<file path="config.mk">
export PLATFORM = sky130hd
export DESIGN_NAME = mic_clear_seq
export DESIGN_NICKNAME = d
export VERILOG_FILES = /design/src/design/mic_pkg.sv /design/src/design/mic_clear_seq.sv
export SDC_FILE = /design/constraint.sdc
export NUM_CORES = 1
export LEC_CHECK = 0
export BUFFER_PORTS_ARGS = -buffer_cell sky130_fd_sc_hd__buf_2
export CAP_MARGIN = 20
export CORE_UTILIZATION = 26
export CTS_CLUSTER_SIZE = 20
export DETAILED_ROUTE_END_ITERATION = 8
export PLACE_DENSITY = 0.53
export SETUP_SLACK_MARGIN = 0.1
export SLEW_MARGIN = 20
export SYNTH_ARGS = -nofsm -noshare
export SYNTH_HDL_FRONTEND = slang
export SYNTH_SLANG_ARGS = --single-unit
</file>
<file path="constraint.sdc">
create_clock -name clk -period 4.2 [get_ports clk]
set_input_delay 0.84 -clock clk [delete_from_list [all_inputs] [get_ports clk]]
set_output_delay 0.84 -clock clk [all_outputs]
set_load 0.01 [all_outputs]
</file>
<file path="src/design/mic_pkg.sv">
package mic_pkg;

  // Table geometry.
  localparam int VALUE_BITS  = 10;
  localparam int COUNT_BITS  = 16;
  localparam int TABLE_DEPTH = 1 << VALUE_BITS;

  // Fixed field widths of the item and result channels.
  localparam int VALUE_W   = 10;
  localparam int COMMAND_W = 2;

  localparam logic [COUNT_BITS-1:0] COUNT_MAX  = '1;
  localparam logic [COUNT_BITS-1:0] COUNT_ZERO = '0;
  localparam logic [VALUE_BITS-1:0] INDEX_LAST = '1;

  // Command codes.
  localparam logic [COMMAND_W-1:0] CMD_LOAD  = 2'd0;
  localparam logic [COMMAND_W-1:0] CMD_PROBE = 2'd1;
  localparam logic [COMMAND_W-1:0] CMD_CLEAR = 2'd2;

  // State of the table clearing sweep.
  typedef struct packed {
    logic                  active;
    logic [VALUE_BITS-1:0] addr;
  } sweep_t;

endpackage

</file>
<file path="src/design/mic_clear_seq.sv">
module mic_clear_seq import mic_pkg::*; (
  input  logic   clk,
  input  logic   rst,
  input  logic   start,
  output sweep_t sweep
);

  logic                  active;
  logic [VALUE_BITS-1:0] addr;

  always_ff @(posedge clk) begin
    if (rst) begin
      active <= 1'b1;
      addr   <= '0;
    end else if (active) begin
      addr <= addr + 1'b1;
      if (addr == INDEX_LAST) begin
        active <= 1'b0;
      end
    end else if (start) begin
      active <= 1'b1;
      addr   <= '0;
    end
  end

  assign sweep.active = active;
  assign sweep.addr   = addr;

endmodule

</file>
==> metrics <==
met2 WL 461 um; Die Y 48.23 um; Layout area overhead 19.37%; Filler cells 227; Synth Area in Simple Gates 0.3153; Synth Net Count 69; CTS Buf Count 3; layout cells sized above 1 0.2658; Total Routing Usage GR 0.1030; vias per cell approximately 4.7; worst-margin pin slew 0.5242 ns; commonest cells after routing, fill and taps aside buf_2 (13), dfxtp_1 (11), nand2_1 (6), nor3_1 (6), nor2_1 (6); synth unique cells 27; initial DRC count 10; setup TNS 0 ns; routed wire length per instance approximately 11 um; Std-Cell Rows 16; M1 WL 586 um; CP max stage cell dfxtp_1; cell family with the largest share of critical-path delay flip-flops; mapped cell area 555.5 um^2; drt total wl 1137 um; post-layout minimum cycle time 1.981 ns; Post-route DRC 0; CTS tree yes; largest net degree at the start of global routing 17; P_leak about 0.26 nW; final-stage net count 84; Worst Path Buf+Inv 1; maximum VDD drop between 0.0002 and 0.0003 V; Resized cells post-CTS 0; Final Cycle Share 0.4717; worst hold path type reg2reg; Req. time, crit path 3.36 ns; Final setup viols 0; largest family of logic cells by synthesized area simple AND/OR/NAND/NOR gates; clk sinks 11; Max Root-Sink Buffers 2; DP Area 636.9 um^2; CP Depth 1; Final Hold Violating Endpoints 0; clock latency at the later pin of the worst-skew pair 0.26 ns; Slew Viols, Final 0; RSZ-0062 raised after global routing false; worst setup margin between 2 and 2.5 ns; IO Port Bufs 13; number of synthesized register bits 11; initial antenna violation count 0; CTS clk-pin slew, worst paths around 0.070 ns; max cap viols 0; r2r worst-path depth 3; DIE WIDTH 48.23 um; Initial DRT Pass Iterations 4; Slew headroom 0.6500; Initial Util 0.2803; Compound-Gate Fraction of Synth Area 0.1216; grt ovf 0; commonest non-fill, non-tap cell in the layout buf_2; critical path arrival 1.14 ns; H-tree lvl count 1; hold depth 3; DR WL met3 80 um; Clock Tree Root clkbuf_4; xor/xnor share of the synthesized area 0.03153; Layout Skew slightly below 0.0007 ns; pwr dens 294.7 mW/mm^2; Crit. End Element output pin; CP Launch Type flip-flop; GPL Wtd Cong 0.6952; area of the die 0.002326 mm^2; # diodes 0; Adder-Cell Fraction of Synth Area 0.02252; Vias 498; mux cell area share after synthesis 0.06081; CP max stage delay around 0.65 ns; I/O pins 14; vias in the first global route about 340; sequence of cells on the critical path buf_2; Avg Cell Area, Syn between 8 and 9 um^2; Critical Path Fanout Max 16; hold_buf cts 0; Highest Signal Layer met4; HPWL after detailed placement 808.4 um; register area share after synthesis 0.3964; status finished clean; Syn. warnings 0; core footprint 0.001982 mm^2; pre-CTS setup slack 2.510 ns; design area between 600 and 700 um^2; postcts setup bufs 0; max frequency 0.5047 GHz; Mapped Cells 65; critical path class reg2out; Routed Antenna Nets 0; first-pass GRT wire length 1642 um
-- final timing paths --
kind,startpoint,end,slack [ns]
setup / recovery,active$_SDFF_PP1_,sweep[10],2.22
hold reg to reg,addr[9]$_SDFFE_PP0P_,active$_SDFF_PP1_,0.55
setup reg to reg,active$_SDFF_PP1_,addr[9]$_SDFFE_PP0P_,2.64
hold / removal,addr[9]$_SDFFE_PP0P_,active$_SDFF_PP1_,0.55
-- through the flow --
step,util,instances,hold slack [ns],power (mW)
6_report,0.3346,106,0.5479,0.1954
3_5_place_dp,0.3213,102,0.5247,0.1273
2_1_floorplan,-,65,0.5370,0.1214
3_3_place_gp,0.3213,102,0.5245,0.1273
5_1_grt,0.3346,106,0.5892,0.2093
4_1_cts,0.3346,106,0.5415,0.2002
-- cell type report --
| cell class | count | area (um^2) | area share |
|---|---|---|---|
| Inverter | 3 | 11.26 | 0.01698 |
| Multi-Input combinational cell | 48 | 306.5 | 0.4623 |
| Tap cell | 27 | 33.78 | 0.05094 |
| Timing Repair Buffer | 13 | 65.06 | 0.09811 |
| Clock buffer | 4 | 26.28 | 0.03962 |
| Sequential cell | 11 | 220.2 | 0.3321 |
-- registers in the layout, summed over array words and instances (netlist names) --
register and flops:
addr 10, active 1
-- cell usage after synthesis, drive strengths merged --
cell,n,area share
o32ai,1,0.016
and2b,1,0.014
xnor2,1,0.016
inv,3,0.020
xor2,1,0.016
a21oi,4,0.036
nor3b,4,0.054
o221ai,1,0.016
dfxtp,11,0.40
or2,1,0.011
nor3,6,0.054
mux2,3,0.061
a31o,1,0.016
o21ai,1,0.0090
o31ai,1,0.014
nand4,2,0.034
ha,1,0.023
nor2,6,0.041
nor4,1,0.011
or3,1,0.011
buf,3,0.032
nand3,4,0.045
a41oi,1,0.016
nand2,6,0.041
-- metal layers --
metal	global-route usage	vias to the layer above
met5	0	-
met4	0.01667	0
met3	0.06667	2
met2	0.1173	12
met1	0.1570	220
li1	-	264
-- report_power, final --
| part | internal [mW] | total [mW] | switching [mW] |
|---|---|---|---|
| logic | 0.00624 | 0.0150 | 0.00872 |
| clock network | 0.0367 | 0.0703 | 0.0336 |
| registers | 0.107 | 0.110 | 0.00345 |
-- kinds of logic (layout without fill, tap and decap cells) --
family / after synthesis / in the layout
muxes: 3 / 3
xor gates and xnor gates: 2 / 2
buffers and inverters: 6 / 20
adders and majority gates: 1 / 1
DFF: 11 / 11
AOI/OAI and AO/OA: 10 / 10
and+or+nand+nor: 32 / 32
No activity file was read; power rests on OpenSTA's default activity.
